[src/sv/pmd_pkg.sv]
`default_nettype none
package pmd_pkg;

   // configuration register indexes
   localparam logic REG_WHEEL_ENABLE = 1'b0;
   localparam logic REG_FIVE_BUTTON  = 1'b1;

   // event kinds
   localparam logic KIND_MOTION = 1'b0;
   localparam logic KIND_BUTTON = 1'b1;

   // event codes
   localparam logic [2:0] EV_X      = 3'd0;
   localparam logic [2:0] EV_Y      = 3'd1;
   localparam logic [2:0] EV_WHEEL  = 3'd2;
   localparam logic [2:0] EV_LEFT   = 3'd3;
   localparam logic [2:0] EV_RIGHT  = 3'd4;
   localparam logic [2:0] EV_MIDDLE = 3'd5;
   localparam logic [2:0] EV_SIDE   = 3'd6;
   localparam logic [2:0] EV_EXTRA  = 3'd7;

   // header byte bits
   localparam int HDR_SYNC_BIT  = 3;
   localparam int HDR_XSIGN_BIT = 4;
   localparam int HDR_YSIGN_BIT = 5;

   localparam int QUEUE_DEPTH = 2;
   localparam int EVENT_COUNT = 8;

   // one decoded packet: deltas, new button state and which events fire
   typedef struct packed {
      logic signed [8:0] x;
      logic signed [9:0] neg_y;
      logic signed [7:0] z;
      logic [4:0]        buttons;
      logic [EVENT_COUNT-1:0] mask;
   } pmd_desc_type;

endpackage
`default_nettype wire

[src/sv/pmd_front.sv]
`default_nettype none
module pmd_front (
   input  wire logic              clock,
   input  wire logic              reset,
   input  wire logic              csr_we,
   input  wire logic              csr_index,
   input  wire logic              csr_wdata,
   input  wire logic              req_valid,
   output logic                   req_stall,
   input  wire logic [7:0]        req_rx_byte,
   input  wire logic              q_full,
   output logic                   q_push,
   output pmd_pkg::pmd_desc_type  q_push_data
);
   import pmd_pkg::*;

   logic       wheel_ff, wheel_in;
   logic       five_ff, five_in;
   logic [1:0] count_ff, count_in;
   logic [4:0] prev_ff, prev_in;
   logic [7:0] bytes_ff [3];

   logic       accept;
   logic       completes;
   logic       have_w;
   logic [7:0] hdr, xb, yb, wb;
   logic [4:0] buttons;
   logic signed [8:0] x, y;
   logic signed [7:0] z;
   pmd_desc_type desc;

   assign req_stall = q_full;
   assign accept    = req_valid && !req_stall;

   // configuration writes
   always_comb begin
      wheel_in = wheel_ff;
      five_in  = five_ff;
      if (csr_we) begin
         if (csr_index == REG_WHEEL_ENABLE) wheel_in = csr_wdata;
         if (csr_index == REG_FIVE_BUTTON)  five_in  = csr_wdata;
      end
   end

   // packet decode of the completing byte
   always_comb begin
      hdr       = bytes_ff[0];
      xb        = bytes_ff[1];
      have_w    = wheel_ff && (count_ff == 2'd3);
      completes = wheel_ff ? (count_ff == 2'd3) : (count_ff[1] == 1'b1);
      yb        = have_w ? bytes_ff[2] : req_rx_byte;
      wb        = req_rx_byte;
      x         = {hdr[HDR_XSIGN_BIT], xb};
      y         = {hdr[HDR_YSIGN_BIT], yb};
      buttons   = {2'b00, hdr[2:0]};
      z         = 8'sd0;
      if (have_w) begin
         if (five_ff) begin
            z          = {{4{wb[3]}}, wb[3:0]};
            buttons[3] = wb[4];
            buttons[4] = wb[5];
         end else begin
            z = wb;
         end
      end
      desc.x       = x;
      desc.neg_y   = 10'sd0 - {y[8], y};
      desc.z       = z;
      desc.buttons = buttons;
      desc.mask    = {buttons ^ prev_ff, (z != 8'sd0), (y != 9'sd0), (x != 9'sd0)};
   end

   // byte counter and button history
   always_comb begin
      count_in = count_ff;
      prev_in  = prev_ff;
      if (accept) begin
         unique case (count_ff)
            2'd0:    count_in = req_rx_byte[HDR_SYNC_BIT] ? 2'd1 : 2'd0;
            2'd1:    count_in = 2'd2;
            2'd2:    count_in = wheel_ff ? 2'd3 : 2'd0;
            default: count_in = 2'd0;
         endcase
         if (completes) prev_in = buttons;
      end
   end

   assign q_push      = accept && completes && (desc.mask != '0);
   assign q_push_data = desc;

   always_ff @(posedge clock) begin
      if (reset) begin
         wheel_ff <= 1'b0;
         five_ff  <= 1'b0;
         count_ff <= 2'd0;
         prev_ff  <= 5'd0;
      end else begin
         wheel_ff <= wheel_in;
         five_ff  <= five_in;
         count_ff <= count_in;
         prev_ff  <= prev_in;
      end
   end

   // packet byte store, written as bytes arrive
   always_ff @(posedge clock) begin
      if (accept) begin
         if (count_ff == 2'd0) bytes_ff[0] <= req_rx_byte;
         if (count_ff == 2'd1) bytes_ff[1] <= req_rx_byte;
         if (count_ff == 2'd2 && wheel_ff) bytes_ff[2] <= req_rx_byte;
      end
   end

endmodule
`default_nettype wire

[src/sv/pmd_queue.sv]
`default_nettype none
module pmd_queue (
   input  wire logic              clock,
   input  wire logic              reset,
   input  wire logic              push,
   input  wire pmd_pkg::pmd_desc_type push_data,
   input  wire logic              pop,
   output logic                   full,
   output logic                   empty,
   output pmd_pkg::pmd_desc_type  head
);
   import pmd_pkg::*;

   localparam int PTR_W = $clog2(QUEUE_DEPTH);

   pmd_desc_type         entries_ff [QUEUE_DEPTH];
   logic [PTR_W-1:0]     wr_ptr_ff, wr_ptr_in;
   logic [PTR_W-1:0]     rd_ptr_ff, rd_ptr_in;
   logic [PTR_W:0]       count_ff, count_in;
   logic                 do_push, do_pop;

   assign full    = (count_ff == (PTR_W+1)'(QUEUE_DEPTH));
   assign empty   = (count_ff == '0);
   assign head    = entries_ff[rd_ptr_ff];
   assign do_push = push && !full;
   assign do_pop  = pop && !empty;

   // pointer and occupancy update
   always_comb begin
      wr_ptr_in = wr_ptr_ff;
      rd_ptr_in = rd_ptr_ff;
      count_in  = count_ff;
      if (do_push)
         wr_ptr_in = (wr_ptr_ff == PTR_W'(QUEUE_DEPTH-1)) ? '0 : wr_ptr_ff + 1'b1;
      if (do_pop)
         rd_ptr_in = (rd_ptr_ff == PTR_W'(QUEUE_DEPTH-1)) ? '0 : rd_ptr_ff + 1'b1;
      if (do_push && !do_pop)      count_in = count_ff + 1'b1;
      else if (do_pop && !do_push) count_in = count_ff - 1'b1;
   end

   always_ff @(posedge clock) begin
      if (reset) begin
         wr_ptr_ff <= '0;
         rd_ptr_ff <= '0;
         count_ff  <= '0;
      end else begin
         wr_ptr_ff <= wr_ptr_in;
         rd_ptr_ff <= rd_ptr_in;
         count_ff  <= count_in;
      end
   end

   always_ff @(posedge clock) begin
      if (do_push) entries_ff[wr_ptr_ff] <= push_data;
   end

endmodule
`default_nettype wire

[src/sv/pmd_back.sv]
`default_nettype none
module pmd_back (
   input  wire logic              clock,
   input  wire logic              reset,
   input  wire logic              q_empty,
   input  wire pmd_pkg::pmd_desc_type q_head,
   output logic                   q_pop,
   output logic                   rsp_valid,
   input  wire logic              rsp_stall,
   output logic                   rsp_event_kind,
   output logic [2:0]             rsp_event_code,
   output logic signed [9:0]      rsp_event_value,
   output logic                   rsp_last_event
);
   import pmd_pkg::*;

   logic                    work_valid_ff, work_valid_in;
   pmd_desc_type            work_ff, work_in;
   logic                    rsp_valid_ff, rsp_valid_in;
   logic                    kind_ff, kind_in;
   logic [2:0]              code_ff, code_in;
   logic signed [9:0]       value_ff, value_in;
   logic                    last_ff, last_in;

   logic                    out_free, emit, work_free;
   logic [2:0]              sel;
   logic [EVENT_COUNT-1:0]  rem;

   assign out_free  = !rsp_valid_ff || !rsp_stall;
   assign emit      = work_valid_ff && out_free;
   assign rem       = work_ff.mask & (work_ff.mask - 1'b1);
   assign work_free = !work_valid_ff || (emit && rem == '0);
   assign q_pop     = work_free && !q_empty;

   // lowest pending event goes first
   always_comb begin
      sel = 3'd0;
      for (int i = EVENT_COUNT - 1; i >= 0; i--) begin
         if (work_ff.mask[i]) sel = 3'(i);
      end
   end

   // event fields for the selected code
   always_comb begin
      code_in = sel;
      last_in = (rem == '0);
      kind_in = KIND_BUTTON;
      unique case (sel)
         EV_X: begin
            kind_in  = KIND_MOTION;
            value_in = {work_ff.x[8], work_ff.x};
         end
         EV_Y: begin
            kind_in  = KIND_MOTION;
            value_in = work_ff.neg_y;
         end
         EV_WHEEL: begin
            kind_in  = KIND_MOTION;
            value_in = {{2{work_ff.z[7]}}, work_ff.z};
         end
         EV_LEFT:   value_in = {9'd0, work_ff.buttons[0]};
         EV_RIGHT:  value_in = {9'd0, work_ff.buttons[1]};
         EV_MIDDLE: value_in = {9'd0, work_ff.buttons[2]};
         EV_SIDE:   value_in = {9'd0, work_ff.buttons[3]};
         EV_EXTRA:  value_in = {9'd0, work_ff.buttons[4]};
         default:   value_in = 10'sd0;
      endcase
   end

   // working packet register
   always_comb begin
      work_in       = work_ff;
      work_valid_in = work_valid_ff;
      if (q_pop) begin
         work_in       = q_head;
         work_valid_in = 1'b1;
      end else if (work_free) begin
         work_valid_in = 1'b0;
      end else if (emit) begin
         work_in.mask = rem;
      end
   end

   assign rsp_valid_in = out_free ? emit : rsp_valid_ff;

   always_ff @(posedge clock) begin
      if (reset) begin
         work_valid_ff <= 1'b0;
         rsp_valid_ff  <= 1'b0;
      end else begin
         work_valid_ff <= work_valid_in;
         rsp_valid_ff  <= rsp_valid_in;
      end
   end

   always_ff @(posedge clock) begin
      work_ff <= work_in;
      if (emit) begin
         kind_ff  <= kind_in;
         code_ff  <= code_in;
         value_ff <= value_in;
         last_ff  <= last_in;
      end
   end

   assign rsp_valid       = rsp_valid_ff;
   assign rsp_event_kind  = kind_ff;
   assign rsp_event_code  = code_ff;
   assign rsp_event_value = value_ff;
   assign rsp_last_event  = last_ff;

endmodule
`default_nettype wire

[src/sv/ps2_mouse_packet_decoder.sv]
// path: packet queue, then working packet register, then result register
// throughput: one byte per cycle while the two-entry packet queue has room,
// one event per cycle on the result side unless stalled; a packet fires at most
// eight events, so four-byte packets that fire all eight can hold up input
// reset: synchronous, clears registers, byte count, button history and queue
`default_nettype none
module ps2_mouse_packet_decoder (
   input  wire logic         clock,
   input  wire logic         reset,
   input  wire logic         csr_we,
   input  wire logic         csr_index,
   input  wire logic         csr_wdata,
   input  wire logic         req_valid,
   output logic              req_stall,
   input  wire logic [7:0]   req_rx_byte,
   output logic              rsp_valid,
   input  wire logic         rsp_stall,
   output logic              rsp_event_kind,
   output logic [2:0]        rsp_event_code,
   output logic signed [9:0] rsp_event_value,
   output logic              rsp_last_event
);
   import pmd_pkg::*;

   logic         q_full, q_empty, q_push, q_pop;
   pmd_desc_type q_push_data, q_head;

   // byte assembly and packet decode
   pmd_front u_front (
      .clock       (clock),
      .reset       (reset),
      .csr_we      (csr_we),
      .csr_index   (csr_index),
      .csr_wdata   (csr_wdata),
      .req_valid   (req_valid),
      .req_stall   (req_stall),
      .req_rx_byte (req_rx_byte),
      .q_full      (q_full),
      .q_push      (q_push),
      .q_push_data (q_push_data)
   );

   // decoded packets waiting for the emitter
   pmd_queue u_queue (
      .clock     (clock),
      .reset     (reset),
      .push      (q_push),
      .push_data (q_push_data),
      .pop       (q_pop),
      .full      (q_full),
      .empty     (q_empty),
      .head      (q_head)
   );

   // event emitter
   pmd_back u_back (
      .clock           (clock),
      .reset           (reset),
      .q_empty         (q_empty),
      .q_head          (q_head),
      .q_pop           (q_pop),
      .rsp_valid       (rsp_valid),
      .rsp_stall       (rsp_stall),
      .rsp_event_kind  (rsp_event_kind),
      .rsp_event_code  (rsp_event_code),
      .rsp_event_value (rsp_event_value),
      .rsp_last_event  (rsp_last_event)
   );

endmodule
`default_nettype wire

[config.mk]
export PLATFORM = sky130hd
export DESIGN_NAME = ps2_mouse_packet_decoder
export DESIGN_NICKNAME = d
export VERILOG_FILES = /design/src/sv/pmd_pkg.sv /design/src/sv/pmd_front.sv /design/src/sv/pmd_queue.sv /design/src/sv/pmd_back.sv /design/src/sv/ps2_mouse_packet_decoder.sv
export SDC_FILE = /design/constraint.sdc
export NUM_CORES = 1
export LEC_CHECK = 0
export BUFFER_PORTS_ARGS = -buffer_cell sky130_fd_sc_hd__clkbuf_2
export CAP_MARGIN = 25
export CORE_ASPECT_RATIO = 1.1
export CORE_MARGIN = 2
export CORE_UTILIZATION = 40
export CTS_CLUSTER_DIAMETER = 120
export DETAILED_ROUTE_END_ITERATION = 10
export PLACE_DENSITY = 0.67
export SLEW_MARGIN = 20
export SYNTH_ARGS = -nofsm -noshare
export SYNTH_HDL_FRONTEND = slang
export SYNTH_SLANG_ARGS = --single-unit
[constraint.sdc]
create_clock -name clock -period 5.55 [get_ports clock]
set_input_delay 0.8325 -clock clock [delete_from_list [all_inputs] [get_ports clock]]
set_output_delay 0.8325 -clock clock [all_outputs]
set_load 0.1 [all_outputs]
* Word level (Yosys, flattened, before mapping)
Memory sizes are Yosys's and may differ from the RTL's. A register that Yosys moved wholly into a read port is not among the register bits.
Index checks and enable logic that the tools add are counted.
** Word-level totals
- Bits in writable memories :: 104
- Memories :: 2
- Input port bits :: 15
- Register bits :: 70
- Output and inout port bits :: 17
** Operators by class
- $add $sub $neg :: 6
- Bitwise gates (word level) :: 3
- Mux-type cells :: 47
- Reductions and logical operators :: 39
- Equal/unequal tests :: 12
** Memory list
- u_queue.entries_ff :: depth 2, bits a word 40, read ports 1, clocked after memory_dff 1, wr ports 1, RTL line pmd_queue.sv:16 : pmd_desc_type entries_ff [QUEUE_DEPTH];
- u_front.bytes_ff :: depth 3, bits a word 8, read ports 3, clocked after memory_dff 0, wr ports 1, RTL line pmd_front.sv:21 : logic [7:0] bytes_ff [3];
** Operators with widths (number)
- 10-bit one-hot mux with 8 select lines :: 1
- 8-bit two-way mux :: 8
- 3-bit two-way mux :: 8
- 1-bit two-way mux :: 22
- 9-bit nonzero test :: 2
- 8-bit nonzero test :: 2
- 8-bit OR reduction :: 2
- 2-bit two-way mux :: 7
- 3-bit == test (second input constant) :: 4
- 1-bit logical AND :: 12
- 1-bit by 9-bit subtractor with 10-bit output (first input constant) :: 1
- 8-bit AND :: 1
- 8-bit zero test :: 1
- 2-bit AND reduction :: 4
- 8-bit by 1-bit subtractor with 8-bit output (second input constant) :: 1
- 1-bit zero test :: 7
- 2-bit == test (second input constant) :: 3
- 3-bit by 2-bit == test with 1-bit output (second input constant) :: 2
- 2-bit one-hot mux with 3 select lines :: 1
- 2-bit nonzero test :: 3
- 5-bit XOR :: 1
- 2-bit zero test :: 2
- 3-bit by 1-bit == test with 1-bit output (second input constant) :: 1
- 3-bit zero test :: 1
- 8 further kinds :: 10

* Logic depth before layout (Yosys ltp)
- Depth in word-level cells :: 11
- Gate-level depth with buffers :: 16

* Modules after synthesis
From an unflattened synthesis, not the netlist that was laid out.
** Unflattened totals
- Cell total of the unflattened synthesis :: 475
- Area, all modules :: 7143.1 um2
** By module, submodules not included
- pmd_queue :: times used 1, sequential area each 2502.4 um2, area an instance 3090.5 um2, cells each 149
- pmd_back :: times used 1, sequential area each 1691.6 um2, area an instance 2296.0 um2, cells each 154
- pmd_front :: times used 1, sequential area each 810.8 um2, area an instance 1756.7 um2, cells each 172

* Least setup slack after synthesis
Ideal clock, no wire load.
- Path type :: flip-flop to flip-flop
- From :: reg u_front.count_ff[0]
- To :: mem u_queue.entries_ff[0][0] in the netlist's numbering, enable pin
- Stages on the path, launching flop included :: 13
- Slack :: 1.319 ns
- Buffers on the path :: 2
- Arrival :: 3.789 ns
- Data required time :: 5.108 ns
- Setup time :: 0.442 ns
- Cells stage by stage :: dfxtp_1 buf_2 nand3_1 clkbuf_1 mux2i_1 nand4_1 nor2_1 ha_1 inv_1 or4_1 nor2_1 a31oi_1 nor2b_1
** RTL lines
- start, declared :: RTL line pmd_front.sv:19 : logic [1:0] count_ff, count_in;
- start signal, assigned :: RTL line pmd_front.sv:100 : count_ff <= count_in;
- end, declared :: RTL line pmd_queue.sv:16

==> results_dict.tcl <==
set metrics [dict create \
    outcome "finished, final reports clean" \
    track_usage_pct 13.7 \
    p_switching_mw 1.39 \
    finalMaxSlewViolations 0 \
    synth_top_cell_by_area "edfxtp_1" \
    async_flop_share_pct 0 \
    synth.avg_cell_area_um2 15.2 \
    relSlewSlack_pct 34.6 \
    finalHoldViolCount 0 \
    cts.clk_slew.worst_paths_ns 0.06 \
    first_pass_iters 5 \
    start_util_pct 40.9 \
    grt_max_degree 42 \
    yosys-top-cells-area "edfxtp_1, mux2_2, dfxtp_1" \
    total_power_mw 4.18 \
    critPathArrivalTime_ns 4.48 \
    syn_nets 475 \
    drt-total-wl_mm 11.7 \
    final_area_um2 8000 \
    ys_types 49 \
    ant_nets 0 \
    die_w_um 130 \
    pwr-share-clk_pct 29.3 \
    r2r_slack_ns 1.42 \
    hold_path_class "flip-flop to flip-flop" \
    yosysWarnings 0 \
    clk_latency_ns 0.42 \
    swShare_pct 33.4 \
    cts_root_buffer "clkbuf_16" \
    internal_power_mw 2.78 \
    start_kind "flip-flop" \
    place_inst 704 \
    path_max_fanout 15 \
    path_cells "nand3_1, mux2i_1, and2_1, nand4_1, nor2_1, ha_1, inv_1, or4_1, nor2_1, a31oi_1, ha_1, or3_1, a21oi_1" \
    yosysTopAreaCellShare_pct 67.3 \
    ys_ff_latch 172 \
    worstSetupPathType "flip-flop to flip-flop" \
    final_net_count 507 \
    antenna_found_initial 0 \
    area_growth_pct 14.9 \
    place_area_um2 7380 \
    tightest_slew_ns 0.973 \
    synth_edf_count 156 \
    htree_levels 4 \
    port_buffers 31 \
    clock-sinks 172 \
    post-cts-setup-buffers 0 \
    syn_area_um2 6960 \
    antennaDiodeCount 0 \
    fin_util_pct 47.0 \
    cts_resized 0 \
    core_area_um2 17000 \
    pre_cts_ws_ns 1.46 \
    fin_ws_ns 1.42 \
    drc 0 \
    instances_no_fill 736 \
    fmax_mhz 242 \
    place.detailed.hpwl_mm 8.09 \
    placementRows 50 \
    fin_crit_sh_pct 74.4 \
    crit_family "simple AND/OR/NAND/NOR gates" \
    dr.first_iter.drc_count 206 \
    die-area_um2 18500 \
    vias 3675 \
    cts_buffers 17 \
    wire_per_inst_um 15.9 \
    period_minus_slack_ns 4.13 \
    setup_viol 0 \
    synth_ff_type "edfxtp_1" \
    fin_tns_setup_ns 0 \
    path_buf_inv 1 \
    die_h_um 142 \
    synth-seq-area-share_pct 71.9 \
    layout_commonest_cell "edfxtp_1" \
    grt_pass1_vias 3620 \
    p_seq_share_pct 45.4 \
    max_cap_violations 0 \
    cpMaxStageDelayCell "nand3_1" \
    cts_tree "built" \
    syn_inst 457 \
    power.leakage_nw 2.79 \
    grt_pass1_wl_mm 19.0 \
    place.gp.congestion 0.786 \
    pin_count 32 \
    worstSetupEndpointType "flip-flop" \
    clockBufferDepth 2 \
    rsz0062_at_grt "no" \
    vdd_ir_drop_max_uv 209 \
    combPwrFrac_pct 25.3 \
    mostFrequentLayoutCells "edfxtp_1, mux2_2, nor2_1, clkbuf_2, mux2i_1" \
    vias_per_cell 4.99 \
    powerDensity_nw_per_um2 522 \
    holdWs_ns 0.508 \
    fin_skew_ns 0.0112 \
    ctsHoldBuffers 0 \
    crit_required_ns 5.89 \
    cpPeakStageDelay_ns 0.54 \
    grt-ovfl-total 0 \
    layout-drive-gt1-share_pct 21.3 \
]
cell usage after synthesis (all sizes together) (4+ instances only):
library cell,count
nand2b,9
inv,18
o31ai,5
a21oi,19
nand2,18
nor2b,4
dfxtp,16
xnor2,6
and2,8
nand3,9
nor2,31
buf,6
or4,4
nor4,4
o21ai,5
mux2i,28
mux2,33
a222oi,7
nand4,5
edfxtp,156
xor2,8
nor3,11
clkbuf,16
state kept, by name, indices dropped and copies added (netlist names), 2 cells and up, named ones only:
register / cells
u_back.work_ff: 40
u_queue.count_ff: 2
u_back.rsp_event_code: 3
u_front.prev_ff: 5
u_queue.entries_ff: 80
u_front.bytes_ff: 21
u_front.count_ff: 2
u_back.rsp_event_value: 10
layer usage:
metal | GRT usage [%] | routed length, um
met1 | 17.9 | 5300
met2 | 21.8 | 5610
met3 | 3.80 | 561
met4 | 5.26 | 215
met5 | 0 | 0
cell families (layout without fill, tap and decap cells):
| family | Yosys count | in the layout | share of synthesized area [%] |
|---|---|---|---|
| AOI/OAI and AO/OA | 53 | 53 | 5.48 |
| xor gates and xnor gates | 14 | 14 | 1.76 |
| adders and majority gates | 5 | 5 | 0.827 |
| buffers and inverters | 40 | 85 | 2.41 |
| DFF | 172 | 172 | 71.9 |
| muxes | 61 | 61 | 9.36 |
| and+or+nand+nor | 112 | 112 | 8.27 |
area by class of cell:
class,instances,area [um2]
Multi-Input combinational cell,245,1800
Inverter,18,67.6
Tap cell,234,293
Sequential cell,172,5010
Timing Repair Buffer,35,205
Clock inverter,14,191
Fill cell,1479,9020
Clock buffer,18,429
path summary, 6_finish.rpt:
path                                             start                        end  cells past startpoint
worst max-delay path               u_front.count_ff[0]        u_queue.count_ff[1]                     13
worst min register to register  u_front.bytes_ff[0][4]  u_queue.entries_ff[0][39]                      0
worst min-delay path            u_front.bytes_ff[0][4]  u_queue.entries_ff[0][39]                      0
worst max register to register     u_front.count_ff[0]        u_queue.count_ff[1]                     13
power by group through the flow:
| stage | clock, mW | combinational (mW) | sequential [mW] |
|---|---|---|---|
| 2_1_floorplan | 0 | 0.625 | 2.15 |
| 3_3_place_gp | 0 | 1.04 | 1.92 |
| 3_5_place_dp | 0 | 1.06 | 1.93 |
| 4_1_cts | 1.25 | 1.07 | 1.90 |
| 5_1_grt | 1.31 | 1.14 | 1.93 |
| 6_report | 1.22 | 1.06 | 1.90 |
(Power assumes the default switching activity.)
